`src/design/dhtfx_pkg.sv`:
```
// ----------------------------------------------------------------------------
// dhtfx_pkg
// Shared types, key table and helper functions of the DHT field extractor.
// ----------------------------------------------------------------------------
package dhtfx_pkg;

  localparam int NumKeys  = 9;
  localparam int KeyChars = 16;
  localparam int AccW     = 17;
  localparam int IdxW     = 10;
  localparam int PortW    = 16;
  localparam int ProgW    = 5;

  localparam logic [AccW-1:0] AccSat     = 17'h1FFFF;
  localparam logic [AccW-1:0] PortLimit  = 17'h10000;
  localparam logic [AccW-1:0] FixedLen   = 17'd20;
  localparam logic [IdxW-1:0] LenLimit   = 10'd1023;

  // result kinds
  localparam logic [1:0] KindField   = 2'd0;
  localparam logic [1:0] KindPort    = 2'd1;
  localparam logic [1:0] KindSummary = 2'd2;

  // key handling classes
  localparam logic [1:0] ClsLen   = 2'd0;
  localparam logic [1:0] ClsFixed = 2'd1;
  localparam logic [1:0] ClsPort  = 2'd2;

  localparam logic [7:0] ChZero  = 8'h30;
  localparam logic [7:0] ChNine  = 8'h39;
  localparam logic [7:0] ChColon = 8'h3A;
  localparam logic [7:0] ChE     = 8'h65;

  localparam logic [KeyChars*8-1:0] KeyStr [NumKeys] = '{
    "1:t", "2:id20:", "9:info\137hash20:", "4:porti", "12:implied_porti",
    "6:target20:", "5:token", "5:nodes", "6:nodes6"};
  localparam int KeyLen [NumKeys] = '{3, 7, 14, 7, 16, 11, 7, 7, 8};
  localparam logic [1:0] KeyCls [NumKeys] = '{
    ClsLen, ClsFixed, ClsFixed, ClsPort, ClsPort,
    ClsFixed, ClsLen, ClsLen, ClsLen};

  typedef enum logic [1:0] {
    PH_SEARCH = 2'd0,
    PH_DIGITS = 2'd1,
    PH_COPY   = 2'd2,
    PH_DONE   = 2'd3
  } phase_e;

  typedef struct packed {
    logic             emit;
    logic [IdxW-1:0]  idx;
    logic [IdxW-1:0]  flen;
    logic [PortW-1:0] port;
  } key_res_t;

  typedef struct packed {
    key_res_t [NumKeys-1:0] res;
    logic     [7:0]         data;
    logic                   eom;
  } bundle_t;

  // character i of key m
  function automatic logic [7:0] key_char(input int m, input int i);
    logic [KeyChars*8-1:0] s;
    s = KeyStr[m];
    if (i < 0 || i >= KeyLen[m]) return 8'h00;
    return s[(KeyLen[m]-1-i)*8 +: 8];
  endfunction

  // with p chars matched, key[0..k-2] equals the tail key[p-k+1..p-1]
  function automatic logic border_ok(input int m, input int p, input int k);
    logic ok;
    ok = 1'b1;
    for (int j = 0; j < KeyChars; j++) begin
      if (j + 1 < k && key_char(m, j) != key_char(m, p - k + 1 + j)) ok = 1'b0;
    end
    return ok;
  endfunction

endpackage

```
`src/design/dhtfx_matcher.sv`:
```
// ----------------------------------------------------------------------------
// dhtfx_matcher
// One key matcher: key search, decimal value read, and byte copy tagging.
// ----------------------------------------------------------------------------
module dhtfx_matcher import dhtfx_pkg::*; #(
  parameter int M     = 0,
  parameter int BOUND = 0
) (
  input  logic       clk_i,
  input  logic       rst_ni,
  input  logic       step_i,
  input  logic [7:0] data_i,
  input  logic       eom_i,
  output key_res_t   res_o
);

  localparam int Len = KeyLen[M];
  localparam logic [1:0] Cls = KeyCls[M];
  localparam logic [AccW-1:0] Bound = AccW'(BOUND);

  phase_e            phase_q, phase_d;
  logic [ProgW-1:0]  prog_q, prog_d;
  logic [AccW-1:0]   acc_q, acc_d;
  logic [IdxW-1:0]   cnt_q, cnt_d;

  logic [ProgW-1:0]  p_eff, adv;
  logic [AccW+3:0]   prod;
  logic [IdxW-1:0]   cnt_inc;
  logic              is_digit, len_ok;

  // substring search step with fallback
  always_comb begin
    p_eff = (prog_q >= ProgW'(Len)) ? '0 : prog_q;
    adv   = '0;
    for (int p = 0; p < Len; p++) begin
      if (p_eff == ProgW'(p)) begin
        for (int k = 1; k <= p + 1; k++) begin
          if (key_char(M, k-1) == data_i && border_ok(M, p, k)) adv = ProgW'(k);
        end
      end
    end
  end

  // digit accumulate and bound checks
  assign is_digit = (data_i >= ChZero) && (data_i <= ChNine);
  assign prod     = (AccW+4)'(acc_q) * (AccW+4)'(10) + (AccW+4)'(data_i - ChZero);
  assign len_ok   = (acc_q != '0) && (acc_q <= Bound) && (acc_q <= AccW'(LenLimit));
  assign cnt_inc  = cnt_q + 1'b1;

  // next state and emitted result
  always_comb begin
    phase_d = phase_q;
    prog_d  = prog_q;
    acc_d   = acc_q;
    cnt_d   = cnt_q;
    res_o   = '0;
    case (phase_q)
      PH_SEARCH: begin
        prog_d = adv;
        if (adv == ProgW'(Len)) begin
          cnt_d = '0;
          if (Cls == ClsFixed) begin
            acc_d   = FixedLen;
            phase_d = PH_COPY;
          end else begin
            acc_d   = '0;
            phase_d = PH_DIGITS;
          end
        end
      end
      PH_DIGITS: begin
        if (is_digit) begin
          acc_d = (prod > (AccW+4)'(AccSat)) ? AccSat : prod[AccW-1:0];
        end else if (Cls == ClsPort) begin
          if (data_i == ChE && acc_q != '0 && acc_q < PortLimit) begin
            res_o.emit = 1'b1;
            res_o.port = acc_q[PortW-1:0];
          end
          phase_d = PH_DONE;
        end else if (data_i == ChColon && len_ok) begin
          cnt_d   = '0;
          phase_d = PH_COPY;
        end else begin
          phase_d = PH_DONE;
        end
      end
      PH_COPY: begin
        res_o.emit = 1'b1;
        res_o.idx  = cnt_q;
        res_o.flen = acc_q[IdxW-1:0];
        cnt_d      = cnt_inc;
        if (AccW'(cnt_inc) >= acc_q || cnt_inc == '0) phase_d = PH_DONE;
      end
      default: phase_d = PH_DONE;
    endcase
    if (eom_i) begin
      phase_d = PH_SEARCH;
      prog_d  = '0;
      acc_d   = '0;
      cnt_d   = '0;
    end
  end

  // matcher state
  always_ff @(posedge clk_i or negedge rst_ni) begin
    if (!rst_ni) begin
      phase_q <= PH_SEARCH;
      prog_q  <= '0;
      acc_q   <= '0;
      cnt_q   <= '0;
    end else if (step_i) begin
      phase_q <= phase_d;
      prog_q  <= prog_d;
      acc_q   <= acc_d;
      cnt_q   <= cnt_d;
    end
  end

endmodule

```
`src/design/dhtfx_emitter.sv`:
```
// ----------------------------------------------------------------------------
// dhtfx_emitter
// Queue of per-byte result bundles, serialized one result word per cycle while the output is ready.
// ----------------------------------------------------------------------------
module dhtfx_emitter import dhtfx_pkg::*; #(
  parameter int DEPTH = 4
) (
  input  logic        clk_i,
  input  logic        rst_ni,
  input  logic        push_i,
  input  bundle_t     bundle_i,
  output logic        full_o,
  output logic        m_axis_tvalid_o,
  input  logic        m_axis_tready_i,
  output logic [47:0] m_axis_tdata_o,
  output logic [5:0]  m_axis_tuser_o,
  output logic        m_axis_tlast_o
);

  localparam int PtrW = (DEPTH > 1) ? $clog2(DEPTH) : 1;
  localparam int CntW = $clog2(DEPTH + 1);
  localparam int SelW = NumKeys + 1;
  localparam int SelIdxW = $clog2(SelW);

  bundle_t             mem_q [DEPTH];
  logic [PtrW-1:0]     wr_q, rd_q;
  logic [CntW-1:0]     cnt_q;
  logic [SelW-1:0]     sent_q;
  logic                empty, load, pop;
  bundle_t             head;
  logic [SelW-1:0]     pend, pick, rest;
  logic [SelIdxW-1:0]  sel;

  logic              vld_q;
  logic [1:0]        kind_q;
  logic [3:0]        tag_q;
  logic [IdxW-1:0]   idx_q, flen_q;
  logic [7:0]        byte_q;
  logic [PortW-1:0]  port_q;
  logic              ok_q, last_q;

  assign empty  = (cnt_q == '0);
  assign full_o = (cnt_q == CntW'(DEPTH));
  assign head   = mem_q[rd_q];
  assign load   = !empty && (!vld_q || m_axis_tready_i);

  // pick the lowest pending result of the head bundle
  always_comb begin
    for (int i = 0; i < NumKeys; i++) pend[i] = head.res[i].emit;
    pend[NumKeys] = head.eom;
    pend = pend & ~sent_q;
    sel  = '0;
    for (int i = SelW-1; i >= 0; i--) begin
      if (pend[i]) sel = SelIdxW'(i);
    end
    pick      = '0;
    pick[sel] = 1'b1;
    rest      = pend & ~pick;
  end

  assign pop = load && (rest == '0);

  // bundle storage
  always_ff @(posedge clk_i) begin
    if (push_i) mem_q[wr_q] <= bundle_i;
  end

  // queue pointers and progress through the head bundle
  always_ff @(posedge clk_i or negedge rst_ni) begin
    if (!rst_ni) begin
      wr_q   <= '0;
      rd_q   <= '0;
      cnt_q  <= '0;
      sent_q <= '0;
    end else begin
      if (push_i) wr_q <= (wr_q == PtrW'(DEPTH-1)) ? '0 : wr_q + 1'b1;
      if (pop) rd_q <= (rd_q == PtrW'(DEPTH-1)) ? '0 : rd_q + 1'b1;
      cnt_q <= cnt_q + CntW'(push_i) - CntW'(pop);
      if (pop) sent_q <= '0;
      else if (load) sent_q <= sent_q | pick;
    end
  end

  // output word register
  always_ff @(posedge clk_i or negedge rst_ni) begin
    if (!rst_ni) begin
      vld_q <= 1'b0;
    end else if (load) begin
      vld_q <= 1'b1;
    end else if (m_axis_tready_i) begin
      vld_q <= 1'b0;
    end
  end

  always_ff @(posedge clk_i) begin
    if (load) begin
      last_q <= (rest == '0);
      kind_q <= KindField;
      tag_q  <= 4'(sel);
      idx_q  <= '0;
      flen_q <= '0;
      byte_q <= '0;
      port_q <= '0;
      ok_q   <= 1'b0;
      if (sel == NumKeys) begin
        kind_q <= KindSummary;
        tag_q  <= '0;
        ok_q   <= (head.data == 8'h00);
      end else if (KeyCls[sel] == ClsPort) begin
        kind_q <= KindPort;
        port_q <= head.res[sel].port;
      end else begin
        idx_q  <= head.res[sel].idx;
        flen_q <= head.res[sel].flen;
        byte_q <= head.data;
      end
    end
  end

  assign m_axis_tvalid_o = vld_q;
  assign m_axis_tlast_o  = last_q;
  assign m_axis_tuser_o  = {tag_q, kind_q};
  assign m_axis_tdata_o  = {3'b000, ok_q, flen_q, port_q, byte_q, idx_q};

`ifndef SYNTHESIS
  a_cnt_bound: assert property (@(posedge clk_i) disable iff (!rst_ni)
    cnt_q <= CntW'(DEPTH)) else $error("queue count above depth");
  a_no_push_full: assert property (@(posedge clk_i) disable iff (!rst_ni)
    push_i |-> !full_o) else $error("push into full queue");
  a_load_pending: assert property (@(posedge clk_i) disable iff (!rst_ni)
    load |-> pend != '0) else $error("queued bundle with nothing to send");
  a_sent_clear: assert property (@(posedge clk_i) disable iff (!rst_ni)
    pop |=> sent_q == '0) else $error("progress mask not cleared on pop");
`endif

endmodule

```
`src/design/dht_message_field_extractor.sv`:
```
// ----------------------------------------------------------------------------
// dht_message_field_extractor
// Extracts tid, id, info hash, port, target, token and node fields of a
// bencoded DHT message.
// ----------------------------------------------------------------------------
// One message byte is taken per cycle while the queue is not full. Nine key
// matchers look at every byte in the cycle after it is registered; the
// results each byte causes are put as one bundle into a small queue, and one
// result word per cycle leaves the output register while the output is ready.
// Input throughput is one byte per cycle as long as the average result count
// stays at or below one per byte; a byte causes at most ten words (nine field
// results and the end summary), and the queue of FIFO_DEPTH bundles absorbs
// bursts of overlapping captures. The first result word of a byte passes the
// input register, the bundle queue and the output word register.
module dht_message_field_extractor import dhtfx_pkg::*; #(
  parameter int TID_MAX    = 16,
  parameter int TOKEN_MAX  = 128,
  parameter int NODES_MAX  = 416,
  parameter int NODES6_MAX = 608,
  parameter int FIFO_DEPTH = 4
) (
  input  logic        clk_i,
  input  logic        rst_ni,
  input  logic        s_axis_tvalid_i,
  output logic        s_axis_tready_o,
  input  logic [7:0]  s_axis_tdata_i,  // data_byte
  input  logic        s_axis_tlast_i,  // end_of_message
  output logic        m_axis_tvalid_o,
  input  logic        m_axis_tready_i,
  // byte_index[9:0], field_byte[17:10], port_value[33:18],
  // field_length[43:34], message_ok[44], zero fill
  output logic [47:0] m_axis_tdata_o,
  output logic [5:0]  m_axis_tuser_o,  // result_kind[1:0], field_tag[5:2]
  output logic        m_axis_tlast_o   // last_result
);

  logic       in_vld_q;
  logic [7:0] in_data_q;
  logic       in_eom_q;
  logic       full, step;
  bundle_t    bundle;
  logic       any_emit;

  assign step            = in_vld_q && !full;
  assign s_axis_tready_o = !in_vld_q || !full;

  // input word register
  always_ff @(posedge clk_i or negedge rst_ni) begin
    if (!rst_ni) begin
      in_vld_q <= 1'b0;
    end else if (s_axis_tready_o) begin
      in_vld_q <= s_axis_tvalid_i;
    end
  end

  always_ff @(posedge clk_i) begin
    if (s_axis_tready_o && s_axis_tvalid_i) begin
      in_data_q <= s_axis_tdata_i;
      in_eom_q  <= s_axis_tlast_i;
    end
  end

  // key matchers
  for (genvar g = 0; g < NumKeys; g++) begin : g_key
    localparam int Bnd = (g == 0) ? TID_MAX - 1 :
                         (g == 6) ? TOKEN_MAX - 1 :
                         (g == 7) ? NODES_MAX :
                         (g == 8) ? NODES6_MAX : 0;
    dhtfx_matcher #(.M(g), .BOUND(Bnd)) u_match (
      .clk_i  (clk_i),
      .rst_ni (rst_ni),
      .step_i (step),
      .data_i (in_data_q),
      .eom_i  (in_eom_q),
      .res_o  (bundle.res[g])
    );
  end

  assign bundle.data = in_data_q;
  assign bundle.eom  = in_eom_q;

  // only bundles that produce output are queued
  always_comb begin
    any_emit = in_eom_q;
    for (int i = 0; i < NumKeys; i++) any_emit = any_emit | bundle.res[i].emit;
  end

  dhtfx_emitter #(.DEPTH(FIFO_DEPTH)) u_emit (
    .clk_i           (clk_i),
    .rst_ni          (rst_ni),
    .push_i          (step && any_emit),
    .bundle_i        (bundle),
    .full_o          (full),
    .m_axis_tvalid_o (m_axis_tvalid_o),
    .m_axis_tready_i (m_axis_tready_i),
    .m_axis_tdata_o  (m_axis_tdata_o),
    .m_axis_tuser_o  (m_axis_tuser_o),
    .m_axis_tlast_o  (m_axis_tlast_o)
  );

endmodule
```
`config.mk`:
```
export PLATFORM = sky130hd
export DESIGN_NAME = dht_message_field_extractor
export DESIGN_NICKNAME = d
export VERILOG_FILES = /design/src/design/dhtfx_pkg.sv /design/src/design/dhtfx_matcher.sv /design/src/design/dhtfx_emitter.sv /design/src/design/dht_message_field_extractor.sv
export SDC_FILE = /design/constraint.sdc
export NUM_CORES = 2
export LEC_CHECK = 0
export BUFFER_PORTS_ARGS = -buffer_cell sky130_fd_sc_hd__buf_2
export CELL_PAD_IN_SITES_DETAIL_PLACEMENT = 0
export CELL_PAD_IN_SITES_GLOBAL_PLACEMENT = 1
export CORE_ASPECT_RATIO = 1.5
export CORE_UTILIZATION = 40
export CTS_CLUSTER_SIZE = 10
export DETAILED_ROUTE_END_ITERATION = 10
export PLACE_DENSITY = 0.66
export REMOVE_ABC_BUFFERS = 1
export SETUP_SLACK_MARGIN = 0.3
export SLEW_MARGIN = 10
export SYNTH_ARGS = -nofsm -noshare
export SYNTH_HDL_FRONTEND = slang
export SYNTH_SLANG_ARGS = --single-unit
```
`constraint.sdc`:
```
create_clock -name clk_i -period 10.1 [get_ports clk_i]
set_clock_uncertainty 0.2 [all_clocks]
set_input_delay 1.515 -clock clk_i [delete_from_list [all_inputs] [get_ports clk_i]]
set_output_delay 1.515 -clock clk_i [all_outputs]
set_load 0.005 [all_outputs]
```
==> run metrics <==
asr flop ratio synth 0.2407; share of layout cells above drive strength 1 0.1016; Post-Syn Area 72820 µm²; Final GP Congestion 0.8516; final net count 6825; Leak Pwr 32.49 nW; # rows 191; vias per inst 5.697; dominant synthesized flop cell edfxtp_1; post-CTS setup buffer count 0; Core ar. 180700 µm²; Starting Density 0.4031; area fraction in compound gates after synthesis 0.1270; Total Routed Length 208.4 mm; NetSw 8.401 mW; vias in the first global route 50014; Adder-Cell Fraction of Synth Area 0.1018; crit-path max cell delay 0.94 ns; Synth Register Bits 1292; min Tclk post-route 6.814 ns; clock slew at reported path FFs 0.06 ns; period utilization 0.6746; placed instance count 8491; area grow syn2layout 10.55%; Hold WS 0.2934 ns; gr ovfl total 0; largest family of logic cells by synthesized area compound AO/OA/AOI/OAI gates; clock sinks 1292; first-pass GRT wire length 314.8 mm; initial antenna violation count 8; Pre-Repair DR Iteration Count 7; IO Count 70; Die Width 350.4 µm; post-synthesis mux area share 0.07443; CTS buffer count 150; syn avg cell area 11.80 µm²; htree depth 4; Non-Filler Instances 8751; combinational power share 0.400; commonest non-fill, non-tap cell in the layout edfxtp_1; internal cell power 12.78 mW; port buffer count 66; Critical Path Source Type flip-flop; CTS tree done; Post-route DRC 0; Total Power 21.18 mW; count of cell types in the netlist 109; initial DRC count 3447; Data required, critical path 10.57 ns; final hold violations 0; HPWL after DPL 147.2 mm; outcome finished clean; # fillers 16689; CP max-delay cell dfrtp_4; Net Sw Frac 0.3967; Max Cap Violations 0; worst-margin pin slew 1.314 ns; post-route ant nets 0; post-synthesis xor/xnor area fraction 0.03893; RSZ-0062 raised after global routing no; Max IR drop VDD 0.0003700 V; PostCTS Resize Cnt 0; largest net degree at the start of global routing 106; Slew Limit Fails 0; Skew-Pair Late Insertion Delay 0.79 ns; commonest non-fill, non-tap cells in the layout edfxtp_1, nand2_1, ha_1; Clk pwr share 0.239; CP Capture Type flip-flop; worst-path cell chain buf_4 -> mux4_2 -> nand2b_1 -> nand3_4 -> inv_2 -> ha_1 -> o21ai_0 -> or2_2 -> a21oi_1 -> o21ai_0 -> a211oi_2 -> and2_1 -> ha_1 -> inv_1 -> ha_1 -> inv_1 -> fa_1 -> xnor2_1 -> xnor2_1; GRT Total Usage 0.2261; cell count after synthesis 6171; synthesis warning total 0; Min-Delay Path Class flip-flop to flip-flop; Post-synth EDFFs 981; register area share after synthesis 0.5114; root buffer cell clkbuf_16; CP Max Fanout 39; Arr. time, crit path 7.28 ns; count of final setup violators 0; die area 183800 µm²; CTS Hold Bufs 0; via count 49852; DR WL/cell 23.82 µm; Crit Path Category flip-flop to flip-flop; Seq pwr share 0.361; PD cells 263.1 nW/µm²; post-synthesis simple-gate area fraction 0.1199; achievable clock frequency 146.8 MHz; CTS Buffer Depth 3; worst relative slew slack 0.1204; most frequent CP cell ha_1; die height 524.6 µm
[cells in the mapped netlist (36+ instances only)]
| master | count | share of area |
|---|---|---|
| a21o_1 | 89 | 0.0092 |
| a21oi_1 | 389 | 0.027 |
| a221o_1 | 69 | 0.0095 |
| a31oi_1 | 82 | 0.0070 |
| and2_1 | 231 | 0.020 |
| and3_1 | 53 | 0.0046 |
| clkbuf_1 | 182 | 0.0094 |
| dfrtp_1 | 311 | 0.11 |
| edfxtp_1 | 981 | 0.40 |
| ha_1 | 562 | 0.097 |
| inv_1 | 242 | 0.012 |
| mux4_2 | 230 | 0.071 |
| nand2_1 | 604 | 0.031 |
| nand2b_1 | 58 | 0.0050 |
| nand3_1 | 172 | 0.012 |
| nor2_1 | 342 | 0.018 |
| nor2b_1 | 65 | 0.0056 |
| nor3_1 | 88 | 0.0060 |
| nor4_1 | 36 | 0.0031 |
| o21a_1 | 66 | 0.0068 |
| o21ai_0 | 333 | 0.023 |
| o21ai_1 | 39 | 0.0027 |
| o31ai_1 | 54 | 0.0056 |
| xnor2_1 | 212 | 0.025 |
| xor2_1 | 104 | 0.013 |
[path summary, 6_finish.rpt]
path / from / to / slack (ns) / cells after the start
worst max-delay path: u_emit.rd_q[0]$_DFFE_PN0P_ / u_emit.cnt_q[2]$_DFF_PN0_ / 3.29 / 19
worst min-delay path: u_emit.m_axis_tvalid_o$_DFFE_PN0P_ / u_emit.m_axis_tvalid_o$_DFFE_PN0P_ / 0.29 / 2
worst max register to register: u_emit.rd_q[0]$_DFFE_PN0P_ / u_emit.cnt_q[2]$_DFF_PN0_ / 3.29 / 19
worst min register to register: u_emit.m_axis_tvalid_o$_DFFE_PN0P_ / u_emit.m_axis_tvalid_o$_DFFE_PN0P_ / 0.29 / 2
max in group asynchronous: rst_ni / g_key[6].u_match.acc_q[11]$_DFFE_PN0P_ / 7.26 / 3
min in group asynchronous: rst_ni / g_key[5].u_match.cnt_q[5]$_DFFE_PN0P_ / 0.47 / 1
[state kept, by name (all words and copies together) (netlist names), 3 cells and up]
register,count
u_emit.mem_q,920
g_key.u_match.acc_q,153
g_key.u_match.cnt_q,90
g_key.u_match.prog_q,31
g_key.u_match.phase_q,18
u_emit.port_q,16
u_emit.flen_q,10
u_emit.idx_q,10
u_emit.sent_q,10
in_data_q,8
u_emit.byte_q,8
u_emit.tag_q,4
u_emit.cnt_q,3
[final cells by class]
cell class | count | area, µm² | area share
sequential | 1292 | 37250 | 0.4627
multi-input combinational | 4395 | 33770 | 0.4195
clock buffer | 236 | 4129 | 0.05129
tap | 2412 | 3018 | 0.03749
timing repair buffer | 144 | 1051 | 0.01306
inverter | 248 | 933.4 | 0.01159
clock inverter | 22 | 351.6 | 0.004367
antenna | 2 | 5.005 | 0.00006217
[power by group through the flow]
stage               combinational [mW]  clock (mW)  sequential (mW)
CTS                               8.58        5.16             7.64
global placement                  8.53           0             7.69
global route                      9.13        5.35             7.73
floorplan                         5.61           0             7.99
finish                            8.48        5.07             7.63
detailed placement                8.56           0             7.74
[through the flow]
step / TNS (ns) / worst slack (ns) / cell area (µm²) / utilization
2_1_floorplan: -282.14 / -5.560 / 71830 / -
3_3_place_gp: 0 / 3.160 / 76010 / 0.4207
3_5_place_dp: 0 / 3.193 / 76010 / 0.4207
4_1_cts: 0 / 3.142 / 80490 / 0.4455
5_1_grt: 0 / 2.727 / 80500 / 0.4456
6_report: 0 / 3.286 / 80500 / 0.4456
[worst max-delay path, delay by kind of cell (launching register included)]
family | cells | cell delay, ns
fa+ha+maj | 4 | 1.21
compound gates | 4 | 0.61
xor+xnor | 2 | 0.27
mux | 1 | 0.59
simple gates | 4 | 1.33
flops | 1 | 0.94
buf+inv | 4 | 1.45
[layer usage]
metal	global-route usage	share of wire
met5	0	0
met1	0.2787	0.41
met2	0.4038	0.52
met4	0.08239	0.037
met3	0.02501	0.039
[logic make-up after synthesis]
logic type                 count (synthesis)
other                                      1
and+or+nand+nor                         1799
DFF                                     1292
buffers and inverters                    486
AOI/OAI and AO/OA                       1440
adders and majority gates                581
muxes                                    253
xor gates and xnor gates                 319
(Power assumes the default switching activity.)
